<file path="config.mk">
export PLATFORM = sky130hd
export DESIGN_NAME = box_intersection_over_union_core
export DESIGN_NICKNAME = d
export VERILOG_FILES = /design/src/hdl/biou_pkg.sv /design/src/hdl/box_intersection_over_union_core.sv /design/src/hdl/biou_prep.sv /design/src/hdl/biou_div_cell.sv
export SDC_FILE = /design/constraint.sdc
export NUM_CORES = 2
export LEC_CHECK = 0
export ABC_AREA = 1
export CORE_MARGIN = 2
export CORE_UTILIZATION = 66
export CTS_BUF_LIST = sky130_fd_sc_hd__clkbuf_4 sky130_fd_sc_hd__clkbuf_8 sky130_fd_sc_hd__clkbuf_16
export DETAILED_ROUTE_END_ITERATION = 6
export DONT_BUFFER_PORTS = 1
export PLACE_DENSITY = 0.85
export SLEW_MARGIN = 20
export SYNTH_ARGS = -nofsm -noshare
export SYNTH_HDL_FRONTEND = slang
export SYNTH_SLANG_ARGS = --single-unit
export TNS_END_PERCENT = 10
</file>
<file path="constraint.sdc">
create_clock -name aclk -period 15.39 [get_ports aclk]
set_input_delay 3.078 -clock aclk [delete_from_list [all_inputs] [get_ports aclk]]
set_output_delay 3.078 -clock aclk [all_outputs]
set_load 0.05 [all_outputs]
</file>
<file path="src/hdl/biou_pkg.sv">
package biou_pkg;

    localparam int COORD_BITS_DEF    = 12;
    localparam int FRACTION_BITS_DEF = 16;

    typedef struct packed {
        logic valid;
        logic bad;
    } biou_tag_t;

endpackage

</file>
<file path="src/hdl/box_intersection_over_union_core.sv">
// Computes intersection over union of two boxes with inclusive pixel corners and takes one
// box pair per clock cycle while the result stream is not stalled. Registered stages find
// the side lengths, the areas and the union in turn, and a row of FRACTION_BITS + 1
// division cells then produces one quotient bit each. Either stream may stall at any time;
// every stage holds its own transaction, so empty stages keep taking input while a result
// waits.
module box_intersection_over_union_core #(
    parameter int COORD_BITS    = biou_pkg::COORD_BITS_DEF,
    parameter int FRACTION_BITS = biou_pkg::FRACTION_BITS_DEF
) (
    input  logic                                         aclk,
    input  logic                                         aresetn,
    input  logic                                         s_tvalid,
    output logic                                         s_tready,
    // box_a_left, box_a_top, box_a_right, box_a_bottom,
    // box_b_left, box_b_top, box_b_right, box_b_bottom
    input  logic [((8*COORD_BITS+7)/8)*8-1:0]            s_tdata,
    output logic                                         m_tvalid,
    input  logic                                         m_tready,
    // overlap_ratio
    output logic [((FRACTION_BITS+1+7)/8)*8-1:0]         m_tdata,
    // bad_box
    output logic                                         m_tuser
);
    import biou_pkg::*;

    localparam int AREA_W = 2 * COORD_BITS + 1;
    localparam int QUO_W  = FRACTION_BITS + 1;
    localparam int NCELL  = FRACTION_BITS + 1;
    localparam int M_W    = ((FRACTION_BITS + 1 + 7) / 8) * 8;

    biou_tag_t         tag_w [0:NCELL];
    logic              rdy_w [0:NCELL];
    logic [AREA_W:0]   rem_w [0:NCELL];
    logic [AREA_W-1:0] div_w [0:NCELL];
    logic [QUO_W-1:0]  quo_w [0:NCELL];
    logic [AREA_W-1:0] inter;

    biou_prep #(
        .COORD_BITS(COORD_BITS)
    ) u_prep (
        .aclk      (aclk),
        .aresetn   (aresetn),
        .in_valid  (s_tvalid),
        .in_ready  (s_tready),
        .in_boxes  (s_tdata[8*COORD_BITS-1:0]),
        .tag_out   (tag_w[0]),
        .out_ready (rdy_w[0]),
        .inter_out (inter),
        .uni_out   (div_w[0])
    );

    assign rem_w[0] = {1'b0, inter};
    assign quo_w[0] = '0;

    for (genvar i = 0; i < NCELL; i++) begin : g_cell
        biou_div_cell #(
            .AREA_W(AREA_W),
            .QUO_W (QUO_W)
        ) u_cell (
            .aclk      (aclk),
            .aresetn   (aresetn),
            .tag_in    (tag_w[i]),
            .in_ready  (rdy_w[i]),
            .rem_in    (rem_w[i]),
            .div_in    (div_w[i]),
            .quo_in    (quo_w[i]),
            .tag_out   (tag_w[i+1]),
            .out_ready (rdy_w[i+1]),
            .rem_out   (rem_w[i+1]),
            .div_out   (div_w[i+1]),
            .quo_out   (quo_w[i+1])
        );
    end

    assign rdy_w[NCELL] = m_tready;
    assign m_tvalid     = tag_w[NCELL].valid;
    assign m_tuser      = tag_w[NCELL].bad;
    assign m_tdata      = M_W'(quo_w[NCELL]);

endmodule

</file>
<file path="src/hdl/biou_prep.sv">
module biou_prep #(
    parameter int COORD_BITS = biou_pkg::COORD_BITS_DEF
) (
    input  logic                        aclk,
    input  logic                        aresetn,
    input  logic                        in_valid,
    output logic                        in_ready,
    input  logic [8*COORD_BITS-1:0]     in_boxes,
    output biou_pkg::biou_tag_t         tag_out,
    input  logic                        out_ready,
    output logic [2*COORD_BITS:0]       inter_out,
    output logic [2*COORD_BITS:0]       uni_out
);
    import biou_pkg::*;

    localparam int SIDE_W = COORD_BITS + 1;
    localparam int AREA_W = 2 * COORD_BITS + 1;

    logic [COORD_BITS-1:0] al, at, ar, ab, bl, bt, br, bb;
    logic [COORD_BITS-1:0] max_l, max_t, min_r, min_b;
    logic                  bad, disjoint;

    biou_tag_t s1_tag_reg, s2_tag_reg, s3_tag_reg;
    biou_tag_t s1_tag_next, s2_tag_next, s3_tag_next;
    logic      s1_ready, s2_ready, s3_ready;

    logic [SIDE_W-1:0] a_w_reg, a_h_reg, b_w_reg, b_h_reg, i_w_reg, i_h_reg;
    logic [SIDE_W-1:0] a_w_next, a_h_next, b_w_next, b_h_next, i_w_next, i_h_next;
    logic              s1_zero_reg, s2_zero_reg;

    logic [2*SIDE_W-1:0] prod_a, prod_b, prod_i;
    logic [AREA_W-1:0]   area_a_reg, area_b_reg, inter2_reg;
    logic [AREA_W-1:0]   area_a_next, area_b_next, inter2_next;

    logic [AREA_W:0]     uni_sum;
    logic [AREA_W-1:0]   inter3_reg, uni3_reg;
    logic [AREA_W-1:0]   inter3_next, uni3_next;

    assign al = in_boxes[0*COORD_BITS +: COORD_BITS];
    assign at = in_boxes[1*COORD_BITS +: COORD_BITS];
    assign ar = in_boxes[2*COORD_BITS +: COORD_BITS];
    assign ab = in_boxes[3*COORD_BITS +: COORD_BITS];
    assign bl = in_boxes[4*COORD_BITS +: COORD_BITS];
    assign bt = in_boxes[5*COORD_BITS +: COORD_BITS];
    assign br = in_boxes[6*COORD_BITS +: COORD_BITS];
    assign bb = in_boxes[7*COORD_BITS +: COORD_BITS];

    assign s3_ready = !s3_tag_reg.valid || out_ready;
    assign s2_ready = !s2_tag_reg.valid || s3_ready;
    assign s1_ready = !s1_tag_reg.valid || s2_ready;
    assign in_ready = s1_ready;

    always_comb begin
        bad      = (ar < al) || (ab < at) || (br < bl) || (bb < bt);
        disjoint = (al > br) || (at > bb) || (ar < bl) || (ab < bt);
        max_l    = (al > bl) ? al : bl;
        max_t    = (at > bt) ? at : bt;
        min_r    = (ar < br) ? ar : br;
        min_b    = (ab < bb) ? ab : bb;
        a_w_next = SIDE_W'(ar) - SIDE_W'(al) + SIDE_W'(1);
        a_h_next = SIDE_W'(ab) - SIDE_W'(at) + SIDE_W'(1);
        b_w_next = SIDE_W'(br) - SIDE_W'(bl) + SIDE_W'(1);
        b_h_next = SIDE_W'(bb) - SIDE_W'(bt) + SIDE_W'(1);
        i_w_next = SIDE_W'(min_r) - SIDE_W'(max_l) + SIDE_W'(1);
        i_h_next = SIDE_W'(min_b) - SIDE_W'(max_t) + SIDE_W'(1);
    end

    always_comb begin
        prod_a      = (2*SIDE_W)'(a_w_reg) * (2*SIDE_W)'(a_h_reg);
        prod_b      = (2*SIDE_W)'(b_w_reg) * (2*SIDE_W)'(b_h_reg);
        prod_i      = (2*SIDE_W)'(i_w_reg) * (2*SIDE_W)'(i_h_reg);
        area_a_next = prod_a[AREA_W-1:0];
        area_b_next = prod_b[AREA_W-1:0];
        inter2_next = s1_zero_reg ? '0 : prod_i[AREA_W-1:0];
    end

    always_comb begin
        uni_sum     = {1'b0, area_a_reg} + {1'b0, area_b_reg} - {1'b0, inter2_reg};
        inter3_next = inter2_reg;
        uni3_next   = s2_zero_reg ? AREA_W'(1) : uni_sum[AREA_W-1:0];
    end

    always_comb begin
        s1_tag_next = s1_tag_reg;
        s2_tag_next = s2_tag_reg;
        s3_tag_next = s3_tag_reg;
        if (s1_ready) begin
            s1_tag_next.valid = in_valid;
            s1_tag_next.bad   = bad;
        end
        if (s2_ready) begin
            s2_tag_next = s1_tag_reg;
        end
        if (s3_ready) begin
            s3_tag_next = s2_tag_reg;
        end
    end

    always_ff @(posedge aclk) begin
        if (!aresetn) begin
            s1_tag_reg <= '0;
            s2_tag_reg <= '0;
            s3_tag_reg <= '0;
        end else begin
            s1_tag_reg <= s1_tag_next;
            s2_tag_reg <= s2_tag_next;
            s3_tag_reg <= s3_tag_next;
        end
    end

    always_ff @(posedge aclk) begin
        if (s1_ready) begin
            a_w_reg     <= a_w_next;
            a_h_reg     <= a_h_next;
            b_w_reg     <= b_w_next;
            b_h_reg     <= b_h_next;
            i_w_reg     <= i_w_next;
            i_h_reg     <= i_h_next;
            s1_zero_reg <= bad || disjoint;
        end
        if (s2_ready) begin
            area_a_reg  <= area_a_next;
            area_b_reg  <= area_b_next;
            inter2_reg  <= inter2_next;
            s2_zero_reg <= s1_zero_reg;
        end
        if (s3_ready) begin
            inter3_reg <= inter3_next;
            uni3_reg   <= uni3_next;
        end
    end

    assign tag_out   = s3_tag_reg;
    assign inter_out = inter3_reg;
    assign uni_out   = uni3_reg;

endmodule

</file>
<file path="src/hdl/biou_div_cell.sv">
module biou_div_cell #(
    parameter int AREA_W = 2 * biou_pkg::COORD_BITS_DEF + 1,
    parameter int QUO_W  = biou_pkg::FRACTION_BITS_DEF + 1
) (
    input  logic                  aclk,
    input  logic                  aresetn,
    input  biou_pkg::biou_tag_t   tag_in,
    output logic                  in_ready,
    input  logic [AREA_W:0]       rem_in,
    input  logic [AREA_W-1:0]     div_in,
    input  logic [QUO_W-1:0]      quo_in,
    output biou_pkg::biou_tag_t   tag_out,
    input  logic                  out_ready,
    output logic [AREA_W:0]       rem_out,
    output logic [AREA_W-1:0]     div_out,
    output logic [QUO_W-1:0]      quo_out
);
    import biou_pkg::*;

    biou_tag_t         tag_reg;
    logic [AREA_W:0]   rem_reg, rem_next;
    logic [AREA_W-1:0] div_reg;
    logic [QUO_W-1:0]  quo_reg, quo_next;
    logic              fits;
    logic [AREA_W:0]   diff;

    assign in_ready = !tag_reg.valid || out_ready;

    always_comb begin
        fits     = rem_in >= {1'b0, div_in};
        diff     = fits ? (rem_in - {1'b0, div_in}) : rem_in;
        rem_next = {diff[AREA_W-1:0], 1'b0};
        quo_next = {quo_in[QUO_W-2:0], fits};
    end

    always_ff @(posedge aclk) begin
        if (!aresetn) begin
            tag_reg <= '0;
        end else if (in_ready) begin
            tag_reg <= tag_in;
        end
    end

    always_ff @(posedge aclk) begin
        if (in_ready) begin
            rem_reg <= rem_next;
            div_reg <= div_in;
            quo_reg <= quo_next;
        end
    end

    assign tag_out = tag_reg;
    assign rem_out = rem_reg;
    assign div_out = div_reg;
    assign quo_out = quo_reg;

endmodule

</file>
# Yosys cells after proc, flatten, opt, wreduce, memory -nomap -nowiden
# Cells that the tools add are included.
dict set report word_totals {
  reg_bits 1198
  latch_bits 0
  mem_bits_rw 0
  romBits 0
  input_bits 100
  output_inout_bits 27
  word_cells 246
  memories 0
}
dict set report classes {
  add_sub_neg 30
  n_mul 3
  div 0
  n_lt_le_gt_ge 29
  eq_ne 0
  shifts 0
  n_mux 20
  bitwise_logic 0
  n_reduce_logical 47
}
# op count
set op_table {}
lappend op_table {{$sub A25 B25 Y25} 17}
lappend op_table {{$ge A26 B25 Y1} 16}
lappend op_table {{$mux W25} 16}
lappend op_table {{$lt A12 B12 Y1} 8}
lappend op_table {{$add A13 B1 Y13 const B} 6}
lappend op_table {{$sub A12 B12 Y13} 6}
lappend op_table {{$mul A13 B13 Y25} 3}
lappend op_table {{$gt A12 B12 Y1} 4}
lappend op_table {{$mux W12} 4}
lappend op_table {{$logic_or A1 B1 Y1} 27}
lappend op_table {{$add A25 B25 Y25} 1}
lappend op_table {{$ge A25 B25 Y1} 1}
lappend op_table {{$logic_not A1 Y1} 20}

# Depth between registers and ports, before layout
dict set report logic_depth {
  word_depth 21
  mapped_depth 28
  mapped_depth_nobuf 27
}

# By module
# Synthesis repeated with hierarchy kept, for this count alone.
dict set report hier_totals {
  hier_cells 14481
  area_unflattened_um2 111727.2
}
# module n_inst cells_each area_each_um2 seq_area_each_um2
set modules_own_cells {}
lappend modules_own_cells {{biou_div_cell at g_cell[0].u_cell ...} 15 587 4533.1 2052.0}
lappend modules_own_cells {biou_prep 1 4494 34628.2 6276.0}
lappend modules_own_cells {{biou_div_cell at g_cell[16].u_cell ...} 2 587 4523.1 2052.0}
lappend modules_own_cells {box_intersection_over_union_core 1 8 56.3 0.0}

# Worst setup path after synthesis
# Ideal clock, no wire load.
dict set report synth_timing {
  kind {input to output}
  from {input m_tready}
  to {output s_tready}
  arrival_time_ns 10.878
  required_time_ns 12.312
  setup_slack_ns 1.434
  path_stages 12
  path_buffers 0
  path_cell_list {inv_1 -> nand3_2 -> nor2_2 -> nand4_2 -> nor2_2 -> nand4_2 -> nor2_2 -> nand4_2 -> nor2_2 -> nand4_4 -> nor2_4 -> nand2_2}
}
dict set report synth_between {
  elab_chain_cells 20
}
# item line_no
set synth_rtl {}
lappend synth_rtl {{start, declared} box_intersection_over_union_core.sv:19} ;# input logic m_tready,
lappend synth_rtl {{$logic_or A1 B1 Y1 (2 in series)} biou_div_cell.sv:27} ;# assign in_ready = !tag_reg.valid || out_ready;
lappend synth_rtl {{via g_cell[14].u_cell.out_ready} biou_div_cell.sv:13} ;# input logic out_ready,
lappend synth_rtl {{$logic_or A1 B1 Y1 (4 in series)} biou_div_cell.sv:27}
lappend synth_rtl {{via g_cell[10].u_cell.out_ready} biou_div_cell.sv:13}
lappend synth_rtl {{$logic_or A1 B1 Y1 (4 in series)} biou_div_cell.sv:27}
lappend synth_rtl {{via g_cell[6].u_cell.out_ready} biou_div_cell.sv:13}
lappend synth_rtl {{$logic_or A1 B1 Y1 (4 in series)} biou_div_cell.sv:27}
lappend synth_rtl {{via g_cell[2].u_cell.out_ready} biou_div_cell.sv:13}
lappend synth_rtl {{$logic_or A1 B1 Y1 (3 in series)} biou_div_cell.sv:27}
lappend synth_rtl {{$logic_or A1 B1 Y1} biou_prep.sv:48} ;# assign s3_ready = !s3_tag_reg.valid || out_ready;
lappend synth_rtl {{via u_prep.s3_ready} biou_prep.sv:25} ;# logic s1_ready, s2_ready, s3_ready;
lappend synth_rtl {{$logic_or A1 B1 Y1} biou_prep.sv:49} ;# assign s2_ready = !s2_tag_reg.valid || s3_ready;
lappend synth_rtl {{$logic_or A1 B1 Y1} biou_prep.sv:50} ;# assign s1_ready = !s1_tag_reg.valid || s2_ready;
lappend synth_rtl {{end, declared} box_intersection_over_union_core.sv:14} ;# output logic s_tready,
# The timed path passes the listed nets, and every way through them passes these cells.

# Worst setup path after layout
# Same ends and word-level chain as after synthesis.

==> summary.txt <==
Outcome
  • Status: finished, violations left
  • Violated checks: design-rule violations

Finish
  • Final #Nets: 10800
  • Final Util: 71.2%
  • Fin cells: 11300
  • Fin area: 0.0936 sq mm
  • Layout cells sized above 1: 3.39%
  • Area growth from synthesis to layout: 7.00%

Floorplan
  • Die W: approximately 370 um
  • Starting Density: 66.6%
  • Die H: 368 um
  • Boundary pin count: 127
  • Num rows: 133
  • Core footprint: 0.131 sq mm
  • Total die area: around 0.14 sq mm

Clocking
  • CTS Hold Bufs: 0
  • Root buf cell: clkbuf_16
  • Post-CTS Setup Bufs: 0
  • Sink Count: 1198
  • Clock Latency Late Sink: 770 ps
  • Post-CTS sizing: 0
  • Clock buffer count from CTS: 131
  • TritonCTS clock tree: done
  • Worst-path clk slew: 60 ps
  • Clock Path Buffers: 3
  • H-tree depth: 4

Timing
  • Setup Viol. Count Final: 0
  • Part of the cycle the worst path needs: 61.7%
  • Max Fclk: 105 MHz
  • Tightest Pin Transition: between 1000 and 1500 ps
  • TNS Setup: 0 ps
  • Relative slew slack: around 28%
  • Number of hold violations in the final report: 0
  • Slew Viols, Final: 0
  • RSZ-0062 raised after global routing: no
  • Skew final: between 30 and 40 ps
  • Min cycle time layout: between 9000 and 10000 ps

Route
  • Drt total wl: 222000 um
  • DR pass1 iterations: 7
  • Routed Antenna Nets: 0
  • Routed len/inst: 19.8 um
  • Iteration-0 DRC Markers: 7061
  • Drc violations: 2
  • Vias per cell: around 5.9
  • Total vias in the final route: 66600

Logic synthesis
  • Async S/R FF share, synth: 0%
  • Sequential area share after synthesis: 40.7%
  • Post-synth EDFFs: approximately 1200
  • Yosys warns: 0
  • Ys flop type: edfxtp_1
  • Post-synthesis cell type count: 60
  • #FFs+latches synth: 1198
  • Avg Cell Area, Syn: 9.31 sq um
  • Cells after Synth: 9402
  • Synthesized cell area: 0.0875 sq mm

Placed design
  • GPL Wtd Cong: 0.966
  • Placed Instances: 11000
  • Port-buffer cells: 0
  • Dpl cell area: 0.0892 sq mm
  • HPWL Detailed: around 170000 um

Setup path
  • Worst EP required: 12310 ps
  • Crit path max-delay family: simple AND/OR/NAND/NOR gates
  • Crit path buffers/inverters: 2
  • Critical path cell sequence: inv_1 > nand3_4 > nor2_2 > nand4_4 > nor2_2 > nand4_4 > nor2_2 > nand4_4 > buf_4 > nor2_2 > nand4_4 > nor2_4 > nand2_4
  • FF-to-FF setup slack: slightly above 9000 ps
  • Crit path DAT: 6420 ps
  • Worst setup path start: m_tready
  • Worst Setup Start Kind: primary input
  • Crit. End Element: output port
  • Crit path depth: 13
  • Worst R2R End: u_prep.area_a_reg[22]
  • Crit Path Class: in -> out
  • Worst setup path end: s_tready
  • Crit-path max cell delay: 720 ps
  • Reg2Reg Depth: 23
  • CP max FO: 57
  • Critical-path top delay cell: nand4_4
  • Reg-to-reg startpoint: u_prep.a_w_reg[7]

GRT
  • Number of global-route vias before repair: around 66000
  • GR Overflow Total: 0
  • Total GRT Usage: 32.9%
  • First-pass GRT wire length: 351000 um
  • Largest net degree at the start of global routing: 78
  • Initial antenna violation count: 4

Flow run
  • Max-cap violations: 0

Worst hold path
  • Hold/Removal Path Class: reg -> reg
-- per-layer routing --
layer | vias to the layer above | share of wire (%) | track usage (%)
met5 | - | 0.011 | 0
met4 | 2 | 4.6 | 14.0
met3 | 701 | 8.5 | 5.27
met2 | 3153 | 47 | 53.5
met1 | 31700 | 40 | 43.9
li1 | 31000 | - | -
-- cell usage after synthesis, drive strengths merged (2+ instances only) --
| cell type | number | area [sq um] |
|---|---|---|
| buf | 61 | 322 |
| nand3b | 8 | 60.1 |
| o221ai | 21 | 184 |
| nand4 | 82 | 607 |
| o21bai | 32 | 240 |
| or2 | 2 | 12.5 |
| a21oi | 705 | 3560 |
| a211o | 2 | 17.5 |
| nor2 | 387 | 1520 |
| a31oi | 56 | 350 |
| o2111ai | 2 | 17.5 |
| xnor2 | 233 | 2040 |
| nor4 | 32 | 200 |
| a211oi | 9 | 67.6 |
| nor4b | 9 | 78.8 |
| dfxtp | 40 | 801 |
| a2111oi | 2 | 17.5 |
| o41ai | 7 | 61.3 |
| o21ai | 769 | 3880 |
| and2 | 5 | 31.3 |
| edfxtp | 1158 | 34800 |
| nor3 | 66 | 330 |
| o21a | 49 | 368 |
| o221a | 7 | 78.8 |
| a21boi | 12 | 90.1 |
| a31o | 5 | 43.8 |
| fa | 426 | 8530 |
| clkbuf | 108 | 408 |
| a21o | 38 | 285 |
| nand2 | 1742 | 6540 |
| nor3b | 3 | 22.5 |
| ha | 891 | 11100 |
| inv | 1935 | 7270 |
| xor2 | 231 | 2020 |
| o211a | 2 | 20.0 |
| nand3 | 221 | 1170 |
| o211ai | 24 | 180 |
| o31ai | 14 | 105 |
-- worst register-to-register path, stage by stage (launching register included) --
cell	delay, ps
edfxtp_1	660
nand2_1	220
inv_1	90
fa_1	480
inv_1	60
fa_1	540
inv_1	50
fa_1	490
inv_1	50
fa_1	470
fa_1	550
inv_1	40
ha_1	340
nand2_1	130
inv_1	70
a21oi_1	90
o21ai_1	270
a21boi_1	170
o21ai_0	360
a21boi_1	180
o21ai_0	340
nand2_1	120
nand3_1	100
nand2_1	50
-- area by class of cell --
cell class,instances,area [sq um]
Fill cell,9427,37800
Inverter,1936,7270
Antenna cell,2,5.00
Timing Repair Buffer,21,158
Clock buffer,160,3580
Sequential cell,1198,35600
Clock inverter,79,841
Tap cell,1755,2200
Multi-Input combinational cell,6105,44000
-- worst min-delay path by stage --
stage | startpoint | to | slack, ps | cells after the start
2_1_floorplan | g_cell[9].u_cell.quo_out[9] | g_cell[10].u_cell.quo_out[10] | 400 | 0
3_3_place_gp | g_cell[15].u_cell.quo_out[8] | g_cell[16].u_cell.quo_out[9] | 400 | 0
3_5_place_dp | g_cell[10].u_cell.quo_out[10] | g_cell[11].u_cell.quo_out[11] | 400 | 0
4_1_cts | g_cell[5].u_cell.quo_out[4] | g_cell[6].u_cell.quo_out[5] | 410 | 0
5_1_grt | g_cell[10].u_cell.quo_out[9] | g_cell[11].u_cell.quo_out[10] | 420 | 0
6_report | g_cell[5].u_cell.quo_out[4] | g_cell[6].u_cell.quo_out[5] | 410 | 0
-- placed cells by master (no fill, tap or decap), types with 231 or more instances in the layout --
master    instances
a21oi_1         696
edfxtp_1       1158
fa_1            426
ha_1            891
inv_1          1912
nand2_1        1741
nor2_1          377
o21ai_0         726
xnor2_1         233
xor2_1          231
-- logic make-up (layout without fill, tap and decap cells) --
group / after synthesis / count (layout) / synth area share [%]
compound gates: 1759 / 1759 / 11.0
simple gates: 2558 / 2558 / 12.1
buf+inv: 2105 / 2196 / 9.14
other cells: 1 / 9 / 0.00429
flops: 1198 / 1198 / 40.7
xor+xnor: 464 / 464 / 4.64
fa+ha+maj: 1317 / 1317 / 22.5
-- metrics by stage --
stage          hold slack, ps  setup slack (ps)
2_1_floorplan             400              1430
3_3_place_gp              401              6020
3_5_place_dp              405              5910
4_1_cts                   413              5900
5_1_grt                   416              5640
6_report                  414              5890
Power is left out: the tool's default activity adds up to more than one toggle a clock period on the data nets, which glitch-free logic cannot reach.
